--- src/saz_pkg.sv ---
// saz_pkg: shared types, codes and reset values for the startup auto-zero sequencer
// used by every file in src; depends on nothing

package saz_pkg;

   localparam int MASS_W        = 64;
   localparam int MASS_BITS_DEF = 64;
   localparam int TIME_W        = 32;

   // phase codes
   localparam logic [3:0] PH_WAIT_MEAS   = 4'd0;
   localparam logic [3:0] PH_WAIT_STABLE = 4'd1;
   localparam logic [3:0] PH_DISABLED    = 4'd2;
   localparam logic [3:0] PH_TARE        = 4'd3;
   localparam logic [3:0] PH_FAULT       = 4'd4;
   localparam logic [3:0] PH_BADCAL      = 4'd5;
   localparam logic [3:0] PH_TIMEOUT     = 4'd6;
   localparam logic [3:0] PH_RANGE       = 4'd7;
   localparam logic [3:0] PH_APPLIED     = 4'd8;

   // op codes
   localparam logic OP_TICK     = 1'b0;
   localparam logic OP_COMPLETE = 1'b1;

   // completion codes
   localparam logic [1:0] ZR_OK      = 2'd0;
   localparam logic [1:0] ZR_RANGE   = 2'd1;
   localparam logic [1:0] ZR_BADCAL  = 2'd2;
   localparam logic [1:0] ZR_FAILURE = 2'd3;
   localparam logic [2:0] LAST_NONE  = 3'd4;

   // register indexes
   localparam logic [1:0] CSR_ENABLED    = 2'd0;
   localparam logic [1:0] CSR_TARE       = 2'd1;
   localparam logic [1:0] CSR_TIMEOUT    = 2'd2;
   localparam logic [1:0] CSR_ZERO_RANGE = 2'd3;

   localparam logic [TIME_W-1:0] TIMEOUT_DEF = 32'd5000;

   typedef struct packed {
      logic                     boot_enable;
      logic                     tare_restored;
      logic [TIME_W-1:0]        timeout_lim;
      logic signed [MASS_W-1:0] zero_range;
   } saz_cfg_type;

   typedef struct packed {
      logic        reinit;
      saz_cfg_type next;
   } saz_load_type;

   typedef struct packed {
      logic                     op;
      logic [TIME_W-1:0]        now_ms;
      logic                     app_live;
      logic                     front_fault;
      logic                     cal_ok;
      logic                     meas_ready;
      logic                     stable;
      logic signed [MASS_W-1:0] gross_mass;
      logic [1:0]               zero_result;
   } saz_req_type;

   typedef struct packed {
      logic                     zero_request;
      logic [3:0]               phase;
      logic                     is_terminal;
      logic                     request_pending;
      logic [TIME_W-1:0]        elapsed;
      logic signed [MASS_W-1:0] observed_mass;
      logic [2:0]               last_result;
      logic                     run_begun;
   } saz_rsp_type;

endpackage

--- src/saz_csr.sv ---
// saz_csr: configuration registers of the auto-zero sequencer
// depends on saz_pkg; tells the core when to restart from the new values

module saz_csr (
   input  logic                      clock,
   input  logic                      reset,
   input  logic                      csr_we,
   input  logic [1:0]                csr_index,
   input  logic [saz_pkg::MASS_W-1:0] csr_wdata,
   output saz_pkg::saz_cfg_type      cfg,
   output saz_pkg::saz_load_type     load
);
   import saz_pkg::*;

   saz_cfg_type cfg_ff, cfg_in;
   logic        hit;

   always_comb begin
      cfg_in = cfg_ff;
      hit    = 1'b0;
      if (csr_we) begin
         hit = 1'b1;
         case (csr_index)
            CSR_ENABLED:    cfg_in.boot_enable   = csr_wdata[0];
            CSR_TARE:       cfg_in.tare_restored = csr_wdata[0];
            CSR_TIMEOUT:    cfg_in.timeout_lim   = csr_wdata[TIME_W-1:0];
            CSR_ZERO_RANGE: cfg_in.zero_range    = csr_wdata;
            default:        hit = 1'b0;
         endcase
      end
   end

   always_ff @(posedge clock) begin
      if (reset) begin
         cfg_ff.boot_enable   <= 1'b1;
         cfg_ff.tare_restored <= 1'b0;
         cfg_ff.timeout_lim   <= TIMEOUT_DEF;
         cfg_ff.zero_range    <= '0;
      end else begin
         cfg_ff <= cfg_in;
      end
   end

   assign cfg         = cfg_ff;
   assign load.reinit = hit;
   assign load.next   = cfg_in;

endmodule

--- src/saz_core.sv ---
// saz_core: sequencer state and the per-transaction priority checks
// depends on saz_pkg; fed by the top level's input register, feeds its result register

module saz_core #(
   parameter int MASS_BITS = saz_pkg::MASS_BITS_DEF
) (
   input  logic                  clock,
   input  logic                  reset,
   input  saz_pkg::saz_cfg_type  cfg,
   input  saz_pkg::saz_load_type load,
   input  logic                  fire,
   input  saz_pkg::saz_req_type  item,
   output saz_pkg::saz_rsp_type  result
);
   import saz_pkg::*;

   logic [3:0]                  phase_ff, phase_in;
   logic                        terminal_ff, terminal_in;
   logic                        pending_ff, pending_in;
   logic                        started_ff, started_in;
   logic [TIME_W-1:0]           start_ff, start_in;
   logic [TIME_W-1:0]           elapsed_ff, elapsed_in;
   logic signed [MASS_BITS-1:0] mass_ff, mass_in;
   logic [2:0]                  last_ff, last_in;
   logic                        zreq;

   logic signed [MASS_BITS-1:0] mass_lo;
   logic [MASS_BITS-1:0]        mag;
   logic                        mass_min;
   logic                        out_of_range;
   logic [TIME_W-1:0]           start_sel;
   logic [TIME_W-1:0]           elapsed_now;

   // range check on the sign-extended low bits of the mass
   assign mass_lo  = item.gross_mass[MASS_BITS-1:0];
   assign mass_min = mass_lo[MASS_BITS-1] && (mass_lo[MASS_BITS-2:0] == '0);
   assign mag      = mass_lo[MASS_BITS-1] ? $unsigned(-mass_lo) : $unsigned(mass_lo);
   assign out_of_range = cfg.zero_range[MASS_W-1] || mass_min ||
                         (MASS_W'(mag) > $unsigned(cfg.zero_range));

   assign start_sel   = started_ff ? start_ff : item.now_ms;
   assign elapsed_now = item.now_ms - start_sel;

   always_comb begin
      phase_in    = phase_ff;
      terminal_in = terminal_ff;
      pending_in  = pending_ff;
      started_in  = started_ff;
      start_in    = start_ff;
      elapsed_in  = elapsed_ff;
      mass_in     = mass_ff;
      last_in     = last_ff;
      zreq        = 1'b0;
      if (fire) begin
         if (item.op == OP_COMPLETE) begin
            if (pending_ff) begin
               last_in     = {1'b0, item.zero_result};
               terminal_in = 1'b1;
               pending_in  = 1'b0;
               case (item.zero_result)
                  ZR_OK:     phase_in = PH_APPLIED;
                  ZR_RANGE:  phase_in = PH_RANGE;
                  ZR_BADCAL: phase_in = PH_BADCAL;
                  default:   phase_in = PH_FAULT;
               endcase
            end
         end else if (!terminal_ff && !pending_ff && item.app_live) begin
            started_in = 1'b1;
            start_in   = start_sel;
            elapsed_in = elapsed_now;
            mass_in    = mass_lo;
            if (item.front_fault) begin
               phase_in    = PH_FAULT;
               terminal_in = 1'b1;
            end else if (!item.cal_ok) begin
               phase_in    = PH_BADCAL;
               terminal_in = 1'b1;
            end else if (elapsed_now >= cfg.timeout_lim) begin
               phase_in    = PH_TIMEOUT;
               terminal_in = 1'b1;
            end else if (!item.meas_ready) begin
               phase_in = PH_WAIT_MEAS;
            end else if (!item.stable) begin
               phase_in = PH_WAIT_STABLE;
            end else if (out_of_range) begin
               phase_in    = PH_RANGE;
               terminal_in = 1'b1;
            end else begin
               pending_in = 1'b1;
               zreq       = 1'b1;
            end
         end
      end
   end

   always_ff @(posedge clock) begin
      if (reset || load.reinit) begin
         // restart from the configuration in force after this edge
         pending_ff  <= 1'b0;
         started_ff  <= 1'b0;
         start_ff    <= '0;
         elapsed_ff  <= '0;
         mass_ff     <= '0;
         last_ff     <= LAST_NONE;
         if (reset) begin
            phase_ff    <= PH_WAIT_MEAS;
            terminal_ff <= 1'b0;
         end else if (!load.next.boot_enable) begin
            phase_ff    <= PH_DISABLED;
            terminal_ff <= 1'b1;
         end else if (load.next.tare_restored) begin
            phase_ff    <= PH_TARE;
            terminal_ff <= 1'b1;
         end else begin
            phase_ff    <= PH_WAIT_MEAS;
            terminal_ff <= 1'b0;
         end
      end else begin
         phase_ff    <= phase_in;
         terminal_ff <= terminal_in;
         pending_ff  <= pending_in;
         started_ff  <= started_in;
         start_ff    <= start_in;
         elapsed_ff  <= elapsed_in;
         mass_ff     <= mass_in;
         last_ff     <= last_in;
      end
   end

   assign result.zero_request    = zreq;
   assign result.phase           = phase_in;
   assign result.is_terminal     = terminal_in;
   assign result.request_pending = pending_in;
   assign result.elapsed         = elapsed_in;
   assign result.observed_mass   = MASS_W'(mass_in);
   assign result.last_result     = last_in;
   assign result.run_begun       = started_in;

endmodule

--- src/startup_auto_zero_sequencer.sv ---
// startup_auto_zero_sequencer: top level with input and result registers
// depends on saz_pkg, saz_csr and saz_core
//
// usage:
//   req channel (req_valid, req_stall, req_data) carries tick and completion
//   transactions; rsp channel (rsp_valid, rsp_stall, rsp_data) returns exactly
//   one result per transaction, in order, with the state snapshot.
//   csr port (csr_we, csr_index, csr_wdata) writes a register and restarts the
//   sequence from the new configuration; write only while idle.
// a transaction waits in the input register, then passes the check logic into
//   the result register, where rsp_valid rises; while the result register is held,
//   the transaction stays in the input register.
// throughput: one transaction per cycle while the result side does not stall,
//   set by the single state update per cycle in saz_core.
// reset: registers return to their defaults (enabled, no tare, 5000 ms,
//   zero range 0), the sequence waits for a measurement, both stages empty.
// stall: a held result keeps rsp_data steady; the input register still takes
//   one transaction, after which req_stall rises until the result is taken.

module startup_auto_zero_sequencer #(
   parameter int MASS_BITS = saz_pkg::MASS_BITS_DEF
) (
   input  logic                       clock,
   input  logic                       reset,
   input  logic                       req_valid,
   output logic                       req_stall,
   input  saz_pkg::saz_req_type       req_data,
   output logic                       rsp_valid,
   input  logic                       rsp_stall,
   output saz_pkg::saz_rsp_type       rsp_data,
   input  logic                       csr_we,
   input  logic [1:0]                 csr_index,
   input  logic [saz_pkg::MASS_W-1:0] csr_wdata
);
   import saz_pkg::*;

   saz_cfg_type  cfg;
   saz_load_type load;
   saz_rsp_type  result;
   saz_req_type  item_ff;
   saz_rsp_type  rsp_data_ff;
   logic         item_valid_ff, item_valid_in;
   logic         rsp_valid_ff, rsp_valid_in;
   logic         fire;
   logic         take;

   // input stage moves on when the result register is free or being emptied
   assign fire      = item_valid_ff && (!rsp_valid_ff || !rsp_stall);
   assign req_stall = item_valid_ff && !fire;
   assign take      = req_valid && !req_stall;

   assign item_valid_in = take || (item_valid_ff && !fire);
   assign rsp_valid_in  = fire || (rsp_valid_ff && rsp_stall);

   always_ff @(posedge clock) begin
      if (reset) begin
         item_valid_ff <= 1'b0;
         rsp_valid_ff  <= 1'b0;
      end else begin
         item_valid_ff <= item_valid_in;
         rsp_valid_ff  <= rsp_valid_in;
      end
   end

   always_ff @(posedge clock) begin
      if (take) begin
         item_ff <= req_data;
      end
      if (fire) begin
         rsp_data_ff <= result;
      end
   end

   saz_csr u_csr (
      .clock     (clock),
      .reset     (reset),
      .csr_we    (csr_we),
      .csr_index (csr_index),
      .csr_wdata (csr_wdata),
      .cfg       (cfg),
      .load      (load)
   );

   saz_core #(
      .MASS_BITS (MASS_BITS)
   ) u_core (
      .clock  (clock),
      .reset  (reset),
      .cfg    (cfg),
      .load   (load),
      .fire   (fire),
      .item   (item_ff),
      .result (result)
   );

   assign rsp_valid = rsp_valid_ff;
   assign rsp_data  = rsp_data_ff;

endmodule

--- config.mk ---
export PLATFORM = sky130hd
export DESIGN_NAME = startup_auto_zero_sequencer
export DESIGN_NICKNAME = d
export VERILOG_FILES = /design/src/saz_pkg.sv /design/src/saz_csr.sv /design/src/saz_core.sv /design/src/startup_auto_zero_sequencer.sv
export SDC_FILE = /design/constraint.sdc
export NUM_CORES = 1
export LEC_CHECK = 0
export ABC_AREA = 1
export BUFFER_PORTS_ARGS = -buffer_cell sky130_fd_sc_hd__buf_2
export CORE_UTILIZATION = 53
export DETAILED_ROUTE_END_ITERATION = 10
export GPL_ROUTABILITY_DRIVEN = 0
export GPL_TIMING_DRIVEN = 0
export HOLD_SLACK_MARGIN = 0.05
export PLACE_DENSITY_LB_ADDON = 0.25
export SLEW_MARGIN = 20
export SYNTH_ARGS = -nofsm -noshare
export SYNTH_HDL_FRONTEND = slang
export SYNTH_SLANG_ARGS = --single-unit
--- constraint.sdc ---
create_clock -name clock -period 7 [get_ports clock]
set_input_delay 0.7 -clock clock [delete_from_list [all_inputs] [get_ports clock]]
set_output_delay 0.7 -clock clock [all_outputs]
set_load 0.03 [all_outputs]
==> reports/summary.json <==
{
  "outcome": "finished clean",
  "place_area_mm2": 0.0237,
  "total_of_warnings_raised_by_yosys": 0,
  "rsz_0062_raised_after_global_routing": "no",
  "initial_utilization_pct": 53.9,
  "portBuffers": 283,
  "postLayoutCellArea_mm2": 0.0252,
  "synth.avg_cell_area_um2": 8.98,
  "synth.cell_area_mm2": 0.0215,
  "slew_violations": 0,
  "sum_of_overflow_across_all_layers_after_global_routing": 0,
  "totalWireLength_um": 59500,
  "maxCapViolCount": 0,
  "route.detailed.vias_per_inst": 5.37,
  "post_route_cells_drive_above_1_share_pct": 15.7,
  "final.setup.worst_slack_ns": 1.05,
  "power.density_cell_area_mw_per_mm2": 250,
  "critical_path.max_fanout": 10,
  "post_cts_resized": 0,
  "vias": 17700,
  "report.final.setup_viol": 0,
  "core_region_area_mm2": 0.0398,
  "fp.dieArea_mm2": 0.0413,
  "cts_tree": "done",
  "dr.first_iter.drc_count": 1470,
  "max-slew-margin-rel_pct": 25.2,
  "cts.reportedPaths.clkPinSlew_ns": 0.06,
  "timing.fmax_ghz": 0.168,
  "worst_hold_path.num_cells": 1,
  "clock_path_buffers": 3,
  "dp_slack_ns": 1.17,
  "required_time_of_the_critical_path_ns": 7.32,
  "timing.critical_path.arrival_ns": 6.28,
  "cts.htree.levels": 2,
  "final.period_utilization_pct": 85.1,
  "hold_viol_final": 0,
  "total_nets_after_synthesis": 2697,
  "clock_insertion_delay_worst_skew_ns": 0.59,
  "grt_start_max_net_pins": 64,
  "endpoint_kind": "flop",
  "wire_per_inst_um": 18.0,
  "synthDistinctLibCells": 54,
  "dp_hpwl_um": 45100,
  "critical_path.slowest_cell": "sky130_fd_sc_hd__buf_1",
  "postLayoutCoreUtil_pct": 63.2,
  "first_global_vias": 17300,
  "synth-seq-cells": 449,
  "fin_nets": 3033,
  "cts_hold_fix_bufs": 0,
  "die_height_um": 203,
  "clock-sinks": 449,
  "worst_path_most_repeated_cell": "sky130_fd_sc_hd__nand3_1",
  "min_path_type": "in2reg",
  "row_count": 73,
  "cts_root_buf": "sky130_fd_sc_hd__clkbuf_16",
  "critical-path-max-stage-delay_ns": 0.59,
  "global_route.usage.total_pct": 28.3,
  "ant_nets": 0,
  "layout-area-overhead-vs-synth_pct": 17.2,
  "detailed_routing_iteration_count_for_the_pre_antenna_repair_pass": 6,
  "initial_antenna_violation_count": 12,
  "die-width_um": 203,
  "timing.critical_path.from_type": "flop",
  "r2r.worst_path.cells": 30,
  "leakage_nw": 11.0,
  "vdd.ir_drop.worst_uv": 192,
  "drc": 0,
  "period_needed_ns": 5.95,
  "final.setup_skew_ns": 0.0204,
  "reg2reg_slack_ns": 1.05,
  "max_slew.worst_pin.slew_ns": 1.12,
  "global_route_wire_length_before_repair_um": 90300,
  "ioPinCount": 284,
  "critPathKind": "reg2reg",
  "synthCells": 2390,
  "cts_inserted_buffers": 46,
  "postCtsSetupBuffers": 0,
  "synth.yosys.seq_area_share_pct": 51.7
}
==> state kept, by name, summed over array words and instances (netlist names) <==
register and count:
rsp_valid 1, item_ff 104, rsp_data 107, u_core.pending_ff 1, u_core.started_ff 1, item_valid_ff 1
u_core.terminal_ff 1, u_csr.cfg 98, u_core.elapsed_ff 32, u_core.last_ff 3, u_core.phase_ff 4, u_core.start_ff 32
u_core.mass_ff 64
==> path summary, 6_finish.rpt <==
path,from,endpoint
worst min-delay path,req_data[90],item_ff[90]
worst min register to register,u_csr.cfg[2],u_csr.cfg[2]
worst max register to register,u_core.started_ff,rsp_data[105]
worst max-delay path,u_core.started_ff,rsp_data[105]
==> power breakdown <==
part	switching, mW	internal [mW]	total, mW
clock	1.02	1.40	2.42
combinational	0.621	0.332	0.952
sequential	0.0527	2.87	2.92
==> placed cells by master (no fill, tap or decap), types with 13 or more instances in the layout <==
cell type,synthesis,final
sky130_fd_sc_hd__nand4_1,30,30
sky130_fd_sc_hd__nand2_1,331,331
sky130_fd_sc_hd__a211oi_1,32,32
sky130_fd_sc_hd__o21ai_0,214,214
sky130_fd_sc_hd__clkbuf_16,0,48
sky130_fd_sc_hd__nor3_1,25,25
sky130_fd_sc_hd__ha_1,131,131
sky130_fd_sc_hd__xor2_1,70,70
sky130_fd_sc_hd__xnor2_1,13,13
sky130_fd_sc_hd__nor2_1,253,252
sky130_fd_sc_hd__clkbuf_1,67,81
sky130_fd_sc_hd__a21oi_1,199,199
sky130_fd_sc_hd__or2_2,34,34
sky130_fd_sc_hd__buf_2,15,298
sky130_fd_sc_hd__mux2i_1,31,31
sky130_fd_sc_hd__edfxtp_1,211,211
sky130_fd_sc_hd__inv_1,334,333
sky130_fd_sc_hd__dfxtp_1,238,238
sky130_fd_sc_hd__nor4_1,14,14
sky130_fd_sc_hd__nand3_1,59,59
==> cell type report <==
cell class	count	area, µm²
fillers	3435	14700
flip-flops and latches	449	11100
multi-input cells	1514	8730
repair buffers	288	1530
inverters	342	1310
clock buffers	65	1290
well taps	525	657
plain buffers	85	342
clock inverters	19	178
diodes	11	27.5
==> stage by stage <==
step           std cells  hold slack (ns)  power, mW  setup TNS [ns]
2_1_floorplan       2390            0.435       3.61               0
3_3_place_gp        3198            0.446       3.87          -79.61
3_5_place_dp        3203            0.455       3.91               0
4_1_cts             3287            0.259       6.32               0
5_1_grt             3297            0.270       6.54               0
6_report            3298            0.282       6.29               0
==> cells by family after synthesis <==
group           share of synthesized area, %
flops                                   51.7
buf+inv                                 7.65
fa+ha+maj                               7.73
simple gates                            15.8
compound gates                          12.3
mux                                     1.45
xor+xnor                                3.39
==> worst max-delay path, delay by kind of cell, from the launching register on <==
family / cells / cell delay, ns
AO/OA/AOI/OAI: 4 / 0.75
XOR/XNOR: 1 / 0.25
adder cells (fa/ha/maj): 3 / 0.95
buffers and inverters: 7 / 1.44
flip-flops: 1 / 0.31
AND/OR/NAND/NOR: 15 / 1.97
==> synthesized netlist by cell type, drive strengths merged <==
library cell  number  share of area [%]
a221oi             1              0.041
a21boi             2              0.070
nand3b             5               0.17
a31oi              6               0.17
nand3             62                1.5
and2               1              0.029
or3                1              0.052
nor3              25               0.58
o31ai              5               0.17
a21oi            199                4.6
nor4b              1              0.041
ha               131                7.6
edfxtp           211                 30
fa                 1              0.093
or2               35                1.0
nand2            333                5.9
nand4             32                1.0
nor4              16               0.57
buf               18               0.42
a31o               1              0.041
nor3b              1              0.035
dfxtp            238                 22
clkbuf            67                1.2
clkinv             1              0.017
bufinv             1              0.082
a211oi            32                1.1
a21o               3               0.10
o211ai             7               0.24
o221ai             1              0.041
mux2i             31                1.4
o21ai            224                5.2
inv              340                6.0
xnor2             13               0.53
o2111ai            1              0.041
xor2              70                2.9
o21a               5               0.17
nor2             263                4.9
o21bai             6               0.21
==> metal layers <==
metal	track usage, %	vias to the layer above	routed length, µm
li1	-	8655	-
met3	3.90	150	3060
met4	16.0	2	2930
met5	0	-	14
met1	34.5	8301	24900
met2	48.2	591	28600
Power figures use the tool's default switching activity.
